$ cat config.mk
export PLATFORM = sky130hd
export DESIGN_NAME = synth_voice_allocator_top
export DESIGN_NICKNAME = d
export VERILOG_FILES = /design/src/design/svalloc_pkg.sv /design/src/design/synth_voice_allocator_top.sv
export SDC_FILE = /design/constraint.sdc
export NUM_CORES = 1
export LEC_CHECK = 0
export ABC_CLOCK_PERIOD_IN_PS = 5820
export BUFFER_PORTS_ARGS = -buffer_cell sky130_fd_sc_hd__buf_2
export CAP_MARGIN = 20
export CORE_ASPECT_RATIO = 0.9
export CORE_MARGIN = 4
export CORE_UTILIZATION = 45
export DETAILED_ROUTE_END_ITERATION = 7
export GPL_ROUTABILITY_DRIVEN = 0
export PLACE_DENSITY_LB_ADDON = 0.3
export SKIP_LAST_GASP = 1
export SYNTH_ARGS = -nofsm -noshare
export SYNTH_HDL_FRONTEND = slang
export SYNTH_SLANG_ARGS = --single-unit
export TNS_END_PERCENT = 20
$ cat constraint.sdc
create_clock -name clk -period 5.82 [get_ports clk]
set_input_delay 0.291 -clock clk [delete_from_list [all_inputs] [get_ports clk]]
set_output_delay 0.291 -clock clk [all_outputs]
set_load 0.1 [all_outputs]
$ cat src/design/svalloc_pkg.sv
// ----------------------------------------------------------------------------
// svalloc_pkg
// Shared types and constants for the polyphonic voice allocator.
// ----------------------------------------------------------------------------
`default_nettype none

package svalloc_pkg;

    // Default number of voices
    localparam int VOICE_COUNT_DEF = 16;

    // MIDI status codes
    localparam logic [7:0] MIDI_NOTE_ON  = 8'h90;
    localparam logic [7:0] MIDI_NOTE_OFF = 8'h80;
    localparam logic [7:0] MIDI_BEND     = 8'hE0;

    // Stored note value of a voice that holds nothing
    localparam logic [7:0] NO_NOTE = 8'hFF;

    // Result action codes
    typedef logic [1:0] action_t;
    localparam action_t ACT_NONE    = 2'd0;
    localparam action_t ACT_TRIGGER = 2'd1;
    localparam action_t ACT_RELEASE = 2'd2;
    localparam action_t ACT_BEND    = 2'd3;

    // Envelope stage and frame count of one voice
    typedef struct packed {
        logic [2:0]  stage;
        logic [31:0] frames;
    } voice_env_t;

    // Sequencer states
    typedef enum logic {
        ST_IDLE,
        ST_SCAN
    } state_t;

endpackage

`default_nettype wire

$ cat src/design/synth_voice_allocator_top.sv
// ----------------------------------------------------------------------------
// synth_voice_allocator_top
// Polyphonic voice allocator with voice stealing over a scanned voice table.
// ----------------------------------------------------------------------------
// Usage: drive one item on the input ports with start high; it transfers at
// the rising edge where start is high and busy is low. op = 0 carries a
// three-byte MIDI message, op = 1 a voice status report from the envelope
// engine. Every item gives exactly one result, shown for one cycle with done
// high; the receiver cannot stall, so each result must be taken that cycle.
// Flow: status reports, pitch bend and unknown messages give their result
// in the cycle after the transfer and keep busy low, so they can follow each
// other every cycle. Note on and note off walk the voice table one voice per
// cycle through a single compare unit, and the result is registered once the
// walk ends; a note on that meets an idle voice stops early at that voice.
// busy stays high for the walk. The table sits in two memories with
// registered reads; per-voice valid bits give the reset values at once, so
// no clearing pass is needed and the block can take an item in the first
// cycle after reset.
// ----------------------------------------------------------------------------
`default_nettype none

module synth_voice_allocator_top #(
    parameter int VOICE_COUNT = svalloc_pkg::VOICE_COUNT_DEF
) (
    input  wire logic        clk,
    input  wire logic        rst_n,
    input  wire logic        start,
    output logic             busy,
    input  wire logic        op,
    input  wire logic [7:0]  status_byte,
    input  wire logic [6:0]  data_one,
    input  wire logic [6:0]  data_two,
    input  wire logic [3:0]  voice_index,
    input  wire logic [2:0]  env_stage,
    input  wire logic [31:0] env_frames,
    output logic             done,
    output logic [1:0]       action,
    output logic [3:0]       chosen_voice,
    output logic [6:0]       note,
    output logic [6:0]       velocity,
    output logic [15:0]      release_mask,
    output logic [13:0]      bend_value
);

    localparam int IDX_W = (VOICE_COUNT > 1) ? $clog2(VOICE_COUNT) : 1;
    localparam int CNT_W = $clog2(VOICE_COUNT + 1);
    localparam logic [IDX_W-1:0] LAST_IDX = IDX_W'(VOICE_COUNT - 1);
    localparam logic [CNT_W-1:0] CNT_END  = CNT_W'(VOICE_COUNT);

    // Sequencer
    svalloc_pkg::state_t state_reg, state_next;

    // Voice table memories and valid bits
    logic [7:0]              note_mem [VOICE_COUNT];
    svalloc_pkg::voice_env_t env_mem  [VOICE_COUNT];
    logic [VOICE_COUNT-1:0]  note_vld_reg;
    logic [VOICE_COUNT-1:0]  env_vld_reg;

    logic [7:0]              note_rd_reg;
    svalloc_pkg::voice_env_t env_rd_reg;
    logic                    note_rd_vld_reg;
    logic                    env_rd_vld_reg;

    // Write port
    logic                    note_we;
    logic                    env_we;
    logic [IDX_W-1:0]        wr_addr;
    logic [7:0]              note_wdata;
    svalloc_pkg::voice_env_t env_wdata;
    logic [IDX_W-1:0]        rd_addr;

    // Scan control
    logic [CNT_W-1:0] addr_reg, addr_next;
    logic             eval_vld_reg, eval_vld_next;
    logic [IDX_W-1:0] eval_idx_reg, eval_idx_next;

    // Held item fields
    logic [6:0] d1_reg, d1_next;
    logic [6:0] d2_reg, d2_next;
    logic       on_reg, on_next;

    // Running victim and release mask
    logic [IDX_W-1:0] best_idx_reg, best_idx_next;
    logic [2:0]       best_stage_reg, best_stage_next;
    logic [31:0]      best_frames_reg, best_frames_next;
    logic [15:0]      mask_reg, mask_next;

    // Result registers
    logic                 done_reg, done_next;
    svalloc_pkg::action_t action_reg, action_next;
    logic [3:0]           chosen_reg, chosen_next;
    logic [6:0]           note_out_reg, note_out_next;
    logic [6:0]           vel_reg, vel_next;
    logic [15:0]          rmask_reg, rmask_next;
    logic [13:0]          bend_reg, bend_next;

    // Decode and compare unit
    logic             accept;
    logic             is_on;
    logic             is_off;
    logic             in_range;
    logic             issue;
    logic [7:0]       cur_note;
    logic [2:0]       cur_stage;
    logic [31:0]      cur_frames;
    logic             cur_idle;
    logic             cur_better;
    logic             note_hit;
    logic             finish;
    logic [IDX_W-1:0] victim;
    logic [6:0]       eval_idx_ext;
    logic [15:0]      hit_bits;

    assign accept   = start && (state_reg == svalloc_pkg::ST_IDLE);
    assign is_on    = (status_byte == svalloc_pkg::MIDI_NOTE_ON) && (data_two != 7'd0);
    assign is_off   = (status_byte == svalloc_pkg::MIDI_NOTE_OFF)
                   || ((status_byte == svalloc_pkg::MIDI_NOTE_ON) && (data_two == 7'd0));
    assign in_range = (7'(voice_index) < 7'(VOICE_COUNT));
    assign issue    = (state_reg == svalloc_pkg::ST_SCAN) && (addr_reg < CNT_END);
    assign rd_addr  = addr_reg[IDX_W-1:0];

    // Evaluate the voice read in the previous cycle
    assign cur_note   = note_rd_vld_reg ? note_rd_reg : svalloc_pkg::NO_NOTE;
    assign cur_stage  = env_rd_vld_reg ? env_rd_reg.stage : 3'd0;
    assign cur_frames = env_rd_vld_reg ? env_rd_reg.frames : 32'd0;
    assign cur_idle   = (cur_stage == 3'd0);
    assign cur_better = (cur_stage > best_stage_reg)
                     || ((cur_stage == best_stage_reg) && (cur_frames > best_frames_reg));
    assign note_hit   = (cur_note == {1'b0, d1_reg});
    assign finish     = eval_vld_reg && ((on_reg && cur_idle) || (eval_idx_reg == LAST_IDX));
    assign victim     = (cur_idle || cur_better) ? eval_idx_reg : best_idx_reg;
    assign eval_idx_ext = 7'(eval_idx_reg);

    // Release mask bit of the evaluated voice (voices 0 to 15 only)
    always_comb
    begin
        for (int i = 0; i < 16; i++)
        begin
            hit_bits[i] = eval_vld_reg && note_hit && (eval_idx_ext == 7'(i));
        end
    end

    // Next state
    always_comb
    begin
        state_next = state_reg;
        case (state_reg)
            svalloc_pkg::ST_IDLE:
            begin
                if (accept && !op && (is_on || is_off))
                begin
                    state_next = svalloc_pkg::ST_SCAN;
                end
            end
            svalloc_pkg::ST_SCAN:
            begin
                if (finish)
                begin
                    state_next = svalloc_pkg::ST_IDLE;
                end
            end
            default:
            begin
                state_next = svalloc_pkg::ST_IDLE;
            end
        endcase
    end

    // Datapath control and result forming
    always_comb
    begin
        note_we          = 1'b0;
        env_we           = 1'b0;
        wr_addr          = IDX_W'(voice_index);
        note_wdata       = svalloc_pkg::NO_NOTE;
        env_wdata.stage  = env_stage;
        env_wdata.frames = env_frames;
        addr_next        = addr_reg;
        eval_vld_next    = 1'b0;
        eval_idx_next    = rd_addr;
        d1_next          = d1_reg;
        d2_next          = d2_reg;
        on_next          = on_reg;
        best_idx_next    = best_idx_reg;
        best_stage_next  = best_stage_reg;
        best_frames_next = best_frames_reg;
        mask_next        = mask_reg;
        done_next        = 1'b0;
        action_next      = svalloc_pkg::ACT_NONE;
        chosen_next      = 4'd0;
        note_out_next    = 7'd0;
        vel_next         = 7'd0;
        rmask_next       = 16'd0;
        bend_next        = 14'd0;

        case (state_reg)
            svalloc_pkg::ST_IDLE:
            begin
                if (accept)
                begin
                    d1_next          = data_one;
                    d2_next          = data_two;
                    on_next          = is_on;
                    addr_next        = '0;
                    best_idx_next    = '0;
                    best_stage_next  = 3'd0;
                    best_frames_next = 32'd0;
                    mask_next        = 16'd0;
                    if (op)
                    begin
                        // Overwrite stage and frames; free the note on stage 0
                        env_we    = in_range;
                        note_we   = in_range && (env_stage == 3'd0);
                        done_next = 1'b1;
                    end
                    else if (!(is_on || is_off))
                    begin
                        done_next = 1'b1;
                        if (status_byte == svalloc_pkg::MIDI_BEND)
                        begin
                            action_next = svalloc_pkg::ACT_BEND;
                            bend_next   = {data_two, data_one};
                        end
                    end
                end
            end
            svalloc_pkg::ST_SCAN:
            begin
                // Advance the read address one voice a cycle
                if (issue && !finish)
                begin
                    addr_next     = addr_reg + CNT_W'(1);
                    eval_vld_next = 1'b1;
                end
                if (eval_vld_reg)
                begin
                    mask_next = mask_reg | hit_bits;
                    if (cur_better)
                    begin
                        best_idx_next    = eval_idx_reg;
                        best_stage_next  = cur_stage;
                        best_frames_next = cur_frames;
                    end
                end
                if (finish)
                begin
                    done_next     = 1'b1;
                    note_out_next = d1_reg;
                    if (on_reg)
                    begin
                        // Hand the victim the new note
                        note_we          = 1'b1;
                        env_we           = 1'b1;
                        wr_addr          = victim;
                        note_wdata       = {1'b0, d1_reg};
                        env_wdata.stage  = 3'd1;
                        env_wdata.frames = 32'd0;
                        action_next      = svalloc_pkg::ACT_TRIGGER;
                        chosen_next      = 4'(victim);
                        vel_next         = d2_reg;
                    end
                    else
                    begin
                        action_next = svalloc_pkg::ACT_RELEASE;
                        rmask_next  = mask_reg | hit_bits;
                    end
                end
            end
            default:
            begin
                done_next = 1'b0;
            end
        endcase
    end

    // Voice table memories with registered read
    always_ff @(posedge clk)
    begin
        if (note_we)
        begin
            note_mem[wr_addr] <= note_wdata;
        end
        if (env_we)
        begin
            env_mem[wr_addr] <= env_wdata;
        end
        note_rd_reg <= note_mem[rd_addr];
        env_rd_reg  <= env_mem[rd_addr];
    end

    // Control registers
    always_ff @(posedge clk or negedge rst_n)
    begin
        if (!rst_n)
        begin
            state_reg       <= svalloc_pkg::ST_IDLE;
            note_vld_reg    <= '0;
            env_vld_reg     <= '0;
            note_rd_vld_reg <= 1'b0;
            env_rd_vld_reg  <= 1'b0;
            addr_reg        <= '0;
            eval_vld_reg    <= 1'b0;
            done_reg        <= 1'b0;
        end
        else
        begin
            state_reg       <= state_next;
            note_rd_vld_reg <= note_vld_reg[rd_addr];
            env_rd_vld_reg  <= env_vld_reg[rd_addr];
            if (note_we)
            begin
                note_vld_reg[wr_addr] <= 1'b1;
            end
            if (env_we)
            begin
                env_vld_reg[wr_addr] <= 1'b1;
            end
            addr_reg     <= addr_next;
            eval_vld_reg <= eval_vld_next;
            done_reg     <= done_next;
        end
    end

    // Payload registers
    always_ff @(posedge clk)
    begin
        eval_idx_reg    <= eval_idx_next;
        d1_reg          <= d1_next;
        d2_reg          <= d2_next;
        on_reg          <= on_next;
        best_idx_reg    <= best_idx_next;
        best_stage_reg  <= best_stage_next;
        best_frames_reg <= best_frames_next;
        mask_reg        <= mask_next;
        action_reg      <= action_next;
        chosen_reg      <= chosen_next;
        note_out_reg    <= note_out_next;
        vel_reg         <= vel_next;
        rmask_reg       <= rmask_next;
        bend_reg        <= bend_next;
    end

    // Drive ports
    assign busy         = (state_reg != svalloc_pkg::ST_IDLE);
    assign done         = done_reg;
    assign action       = action_reg;
    assign chosen_voice = chosen_reg;
    assign note         = note_out_reg;
    assign velocity     = vel_reg;
    assign release_mask = rmask_reg;
    assign bend_value   = bend_reg;

endmodule

`default_nettype wire

Yosys cells after proc, flatten, opt, wreduce, memory -nomap -nowiden

Memory sizes are Yosys's and may differ from the RTL's. A register that Yosys moved wholly into a read port is not among the register bits.
Index checks and enable logic that the tools add are counted.

Bits in registers: 166
RAM bits: 688
Input bits: 65
Output and inout port bits: 52
Word-level logic and storage cells: 176
Memories kept: 2

$add $sub $neg: 1
$lt $le $gt $ge: 6
Equality and inequality tests: 24
Muxes and demuxes: 66
Bitwise operators: 7
Reduce and logical (&&, ||, !) cells: 48

Memories:

| memory   | depth | width | read ports | clocked after memory_dff | wr ports | line                            | text |
|---|---|---|---|---|---|---|---|
| env_mem  | 16    | 35    | 1          | 1                        | 1        | synth_voice_allocator_top.sv:55 | `svalloc_pkg::voice_env_t env_mem [VOICE_COUNT];` |
| note_mem | 16    | 8     | 1          | 1                        | 1        | synth_voice_allocator_top.sv:54 | `logic [7:0] note_mem [VOICE_COUNT];` |

Operators with widths:

| cell                 | number |
|---|---|
| $mux W32             | 4 |
| $mux W35             | 3 |
| $pmux W32 S2         | 1 |
| $or A16 B16 Y16      | 3 |
| $eq A4 B4 Y1 const B | 8 |
| $gt A32 B32 Y1       | 1 |
| $mux W16             | 2 |
| $mux W8              | 4 |
| $pmux W16 S2         | 1 |
| $logic_and A1 B1 Y1  | 28 |
| $mux W4              | 7 |
| $eq A8 B8 Y1 const B | 3 |
| $mux W1              | 21 |
| $eq A4 B3 Y1 const B | 4 |
| $logic_not A7 Y1     | 2 |
| $mux W2              | 6 |
| $mux W3              | 4 |
| $lt A4 B5 Y1 const B | 2 |
| $mux W5              | 2 |
| $pmux W5 S2          | 1 |
| $bmux W1 S4          | 2 |
| $eq A4 B2 Y1 const B | 2 |
| $eq A8 B7 Y1         | 1 |
| $pmux W1 S2          | 4 |
| 21 further kinds     | 36 |

Logic depth before layout (Yosys ltp)

Depth in word-level cells: 14
Mapped depth: 13
Gate-level depth less buffers: 10

Worst setup path after synthesis

No wires, ideal clock.

Path kind: flip-flop to flip-flop
From: register env_rd_vld_reg
To: memory env_mem[10][0] (netlist bit), enable pin
Setup time: 0.472 ns
Arrival: 5.160 ns
Data required time: 5.348 ns
Slack: 0.188 ns
Cell stages (with the launch flop): 12
Buffers on the path: 2
Period minus slack after synthesis: 5.632 ns
Cells stage by stage: dfrtp_1 > clkbuf_1 > clkbuf_1 > and2_1 > ha_1 > nand4_2 > nor4_2 > or3b_1 > a31oi_4 > o31ai_1 > a21o_1 > nor3_1

Cells in the longest elaborated chain, start to end: 9
Elaborated cells between the ends (all ways): 20
Those cells by class: order compare (2); eq/ne (1); mux (10); reduce/logical (7)

RTL lines:

| what                     | line                             | text |
|---|---|---|
| start, declared          | synth_voice_allocator_top.sv:62  | `logic env_rd_vld_reg;` |
| start signal, assigned   | synth_voice_allocator_top.sv:309 | `env_rd_vld_reg <= env_vld_reg[rd_addr];` |
| $mux W32                 | synth_voice_allocator_top.sv:125 | `assign cur_frames = env_rd_vld_reg ? env_rd_reg.frames : 32'd0;` |
| named net cur_frames[31] | synth_voice_allocator_top.sv:105 | `logic [31:0] cur_frames;` |
| $gt A32 B32 Y1           | synth_voice_allocator_top.sv:128 | `\|\| ((cur_stage == best_stage_reg) && (cur_frames > best_frames_reg));` |
| $logic_and A1 B1 Y1      | synth_voice_allocator_top.sv:128 |  |
| $logic_or A1 B1 Y1       | synth_voice_allocator_top.sv:128 |  |
| $logic_or A1 B1 Y1       | synth_voice_allocator_top.sv:131 | `assign victim = (cur_idle \|\| cur_better) ? eval_idx_reg : best_idx_reg;` |
| $mux W4                  | synth_voice_allocator_top.sv:131 |  |
| $mux W4                  | synth_voice_allocator_top.sv:249 | `if (on_reg)` |
| $mux W4                  | synth_voice_allocator_top.sv:245 | `if (finish)` |
| $mux W4                  | synth_voice_allocator_top.sv:196 | `case (state_reg)` |
| end, declared            | synth_voice_allocator_top.sv:55  |  |

The timed path passes the listed nets, and every way through them passes these cells.

Worst setup path after layout

From: register env_rd_vld_reg
To: memory env_mem[13][29] (netlist bit), enable pin

The elaborated chain is that of the path after synthesis.

==> summary.md <==
| Metric | Value |
|---|---|
| Count leader, synth | `edfxtp_1` |
| Critical path startpoint category | `flop` |
| Core area | `about 0.075 sq mm` |
| Initial drt markers | `about 1.8k` |
| Root Driver | `clkbuf_16` |
| Largest net degree at the start of global routing | `77` |
| Status | `complete, no violations` |
| WL final | `between 70 and 80 mm` |
| First drt pass iteration count | `5` |
| Cell Area, Synth | `between 0.03 and 0.04 sq mm` |
| Sink Count | `approximately 900` |
| Measured slew at the worst slew-check pin | `around 1000 ps` |
| Port Buffer Count | `between 100 and 150` |
| Final critical-path share of the clock period | `around 87%` |
| Maximum vdd drop | `approximately 270 uV` |
| Final setup violation count | `0` |
| CTS tree | `built` |
| Area grow syn2layout | `15.6%` |
| Layout cells sized above 1 | `roughly 29%` |
| Synth top area share | `66.1%` |
| Hold Path Class | `primary input to flop` |
| Post-route cell area | `0.0398 sq mm` |
| Post-layout net count | `between 2k and 2.5k` |
| Critical path buffers and inverters | `2` |
| Synth cell types | `60` |
| # Max-Cap Violations | `0` |
| RSZ-0062 raised after global routing | `no` |
| Worst-path fanout max | `71` |
| Async SR Flop Fraction | `4.68%` |
| Syn Nets | `1823` |
| CP max stage cell | `dfrtp_2` |
| Vias in the first global route | `between 15k and 20k` |
| Row Count | `95` |
| Rel. slew slack | `33.4%` |
| Postcts setup bufs | `0` |
| RR Startpoint | `env_rd_vld_reg$_DFF_PN0_` |
| Max reg flops | `560` |
| IO Count | `around 120` |
| EDFF count, synth | `between 700 and 800` |
| Sequential share of the synthesized area | `between 70% and 80%` |
| GR Layer Usage met2 | `28.0%` |
| Post-Syn Instances | `about 1.7k` |
| Pwr Density | `409 mW/mm^2` |
| DR vias/cell | `5.63` |
| CTS clk-pin slew, worst paths | `approximately 60 ps` |
| Number of remaining DRC errors | `0` |
| Syn_area_per_cell | `roughly 20 sq um` |
| Total GRT Usage | `around 19%` |
| Critical path type | `flop to flop` |
| Post-CTS Hold Buffers | `19` |
| Die H | `270 microns` |
| WL/cell | `24.8 microns` |
| CP max stage delay | `approximately 950 ps` |
| Wire length of the first global-routing pass | `between 100 and 150 mm` |
| Crit end category | `flop` |
| Clk buf depth | `3` |
| Min Tclk post-route | `5050 ps` |
| Final hold viol count | `0` |
| Slew Viols, Final | `0` |
| GR peak layer | `met2` |
| Final TNS setup | `0 ps` |
| Die width | `300 microns` |
| Critical Path Source | `env_rd_vld_reg$_DFF_PN0_` |
| Antenna viol nets, final | `0` |
| Number of buffers created by CTS | `89` |
| Cell Area, Placed | `between 0.03 and 0.04 sq mm` |
| CP delay by family, top | `simple AND/OR/NAND/NOR gates` |
| Initial Utilization | `45.8%` |
| Leak | `approximately 0.013 uW` |
| Cell Count Post-Placement | `~2.8k` |
| CP Data Arrival Time | `5390 ps` |
| Gates resized, CTS repair | `0` |
| Initial antenna violation count | `5` |
| HP Start | `status_byte[5]` |
| Data required time at the worst endpoint | `just over 6000 ps` |
| CP Cell Sequence | `and2_1 > ha_1 > nand4_1 > nor4_2 > or3b_1 > a31oi_4 > nor4b_1 > or3_1 > buf_4 > nor2_4 > buf_12` |
| Synth cell count leaders | `edfxtp_1 (758), mux4_2 (225), and2_1 (100)` |
| Latest clock arrival within the worst-skew pair | `roughly 660 ps` |
| Largest cells by area after synthesis | `edfxtp_1 (66%), mux4_2 (15%), dfxtp_1 (5.6%)` |
| Dpl hpwl | `approximately 44 mm` |
| Setup WS post-layout | `766 ps` |
| Met1 GRT Util | `around 28%` |
| Main synth FF type | `edfxtp_1` |
| Place WS | `825 ps` |
| Max Fclk | `0.198 GHz` |
| Ys Warns | `0` |
| H-tree levels | `3` |
| Worst Skew | `40.8 ps` |
| Fill cells | `a little under 6k` |
| Flops & latches, synth | `about 900` |
| Top cell type by total area after synthesis | `edfxtp_1` |
| Finished Layout Cells | `between 3k and 4k` |
| Met3 Resource Use GR | `under 10%` |
| Total die area | `approximately 0.081 sq mm` |
| Vias | `between 15k and 20k` |
| Overflow after GRT | `0` |
-- routing by layer --
metal  wire (microns)  part of all wire, %
met5                0                    0
met1            33500                   45
met4             1250                  1.7
met2            34800                   47
met3             5130                  6.9
-- worst min-delay path: stages --
cell      delay [ps]
buf_2             90
or3_1            150
o21ai_0          100
nand2b_1          80
-- cell type report --
type | instances | area, sq um | area share, %
timing repair buffer | 180 | 1170 | 2.94
inverter | 39 | 146 | 0.368
tap | 1018 | 1270 | 3.20
clock inverter | 57 | 694 | 1.74
multi-input combinational | 701 | 8340 | 21.0
antenna | 2 | 5.00 | 0.0126
sequential | 897 | 25800 | 64.7
clock buffer | 111 | 2400 | 6.03
-- kinds of logic after synthesis --
| kind of cell | synth area share (%) |
|---|---|
| flops | 74.8 |
| simple gates | 5.52 |
| mux | 14.8 |
| buf+inv | 1.37 |
| compound gates | 1.99 |
| fa+ha+maj | 1.31 |
| xor+xnor | 0.229 |
-- power by group --
part	total [uW]	switching [uW]	internal, uW
sequential	7820	431	7390
clock	5940	2480	3460
combinational	2500	1260	1240
total	16300	4170	12100
-- worst paths after layout --
check                                              to  slack (ps)  cells past startpoint
setup / recovery            env_mem[13][29]$_DFFE_PP_         770                     11
hold / removal                         done$_DFF_PN0_          90                      4
setup reg to reg            env_mem[13][29]$_DFFE_PP_         770                     11
hold reg to reg                velocity[6]$_SDFF_PN0_         430                      1
max in group asynchronous  env_vld_reg[9]$_DFFE_PN0P_        4830                      4
min in group asynchronous              done$_DFF_PN0_         540                      3
-- metrics by stage --
stage,util [%],total power [uW],hold slack [ps]
3_5_place_dp,48.5,10500,431
3_3_place_gp,48.5,10400,424
4_1_cts,52.8,16400,54.8
2_1_floorplan,-,9670,-4.59
5_1_grt,52.9,16900,94.6
6_report,52.9,16300,93.4
-- cell usage in the layout (no fill, tap or decap), types with 4 or more instances in the layout --
cell type,instances
clkbuf_1,14
nor4_1,9
o31ai_1,4
or3_1,4
clkinv_1,15
o21bai_2,7
a31oi_1,4
clkbuf_8,7
ha_1,36
buf_12,4
clkinvlp_4,4
dfrtp_1,36
nand2b_1,17
dfxtp_1,97
edfxtp_1,758
o21ai_0,11
buf_4,39
a211oi_1,4
clkbuf_16,90
nand4_1,9
or2_1,14
nand2_1,27
a21oi_1,18
nor2b_1,18
buf_2,116
clkinv_2,16
o21bai_1,13
nor2_4,12
mux4_2,225
a21o_1,4
and2_1,100
dlygate4sd3_1,20
xor2_1,7
nor3_1,9
nor2_1,70
bufinv_16,11
inv_1,38
and3_1,35
No activity file was read; power rests on OpenSTA's default activity.
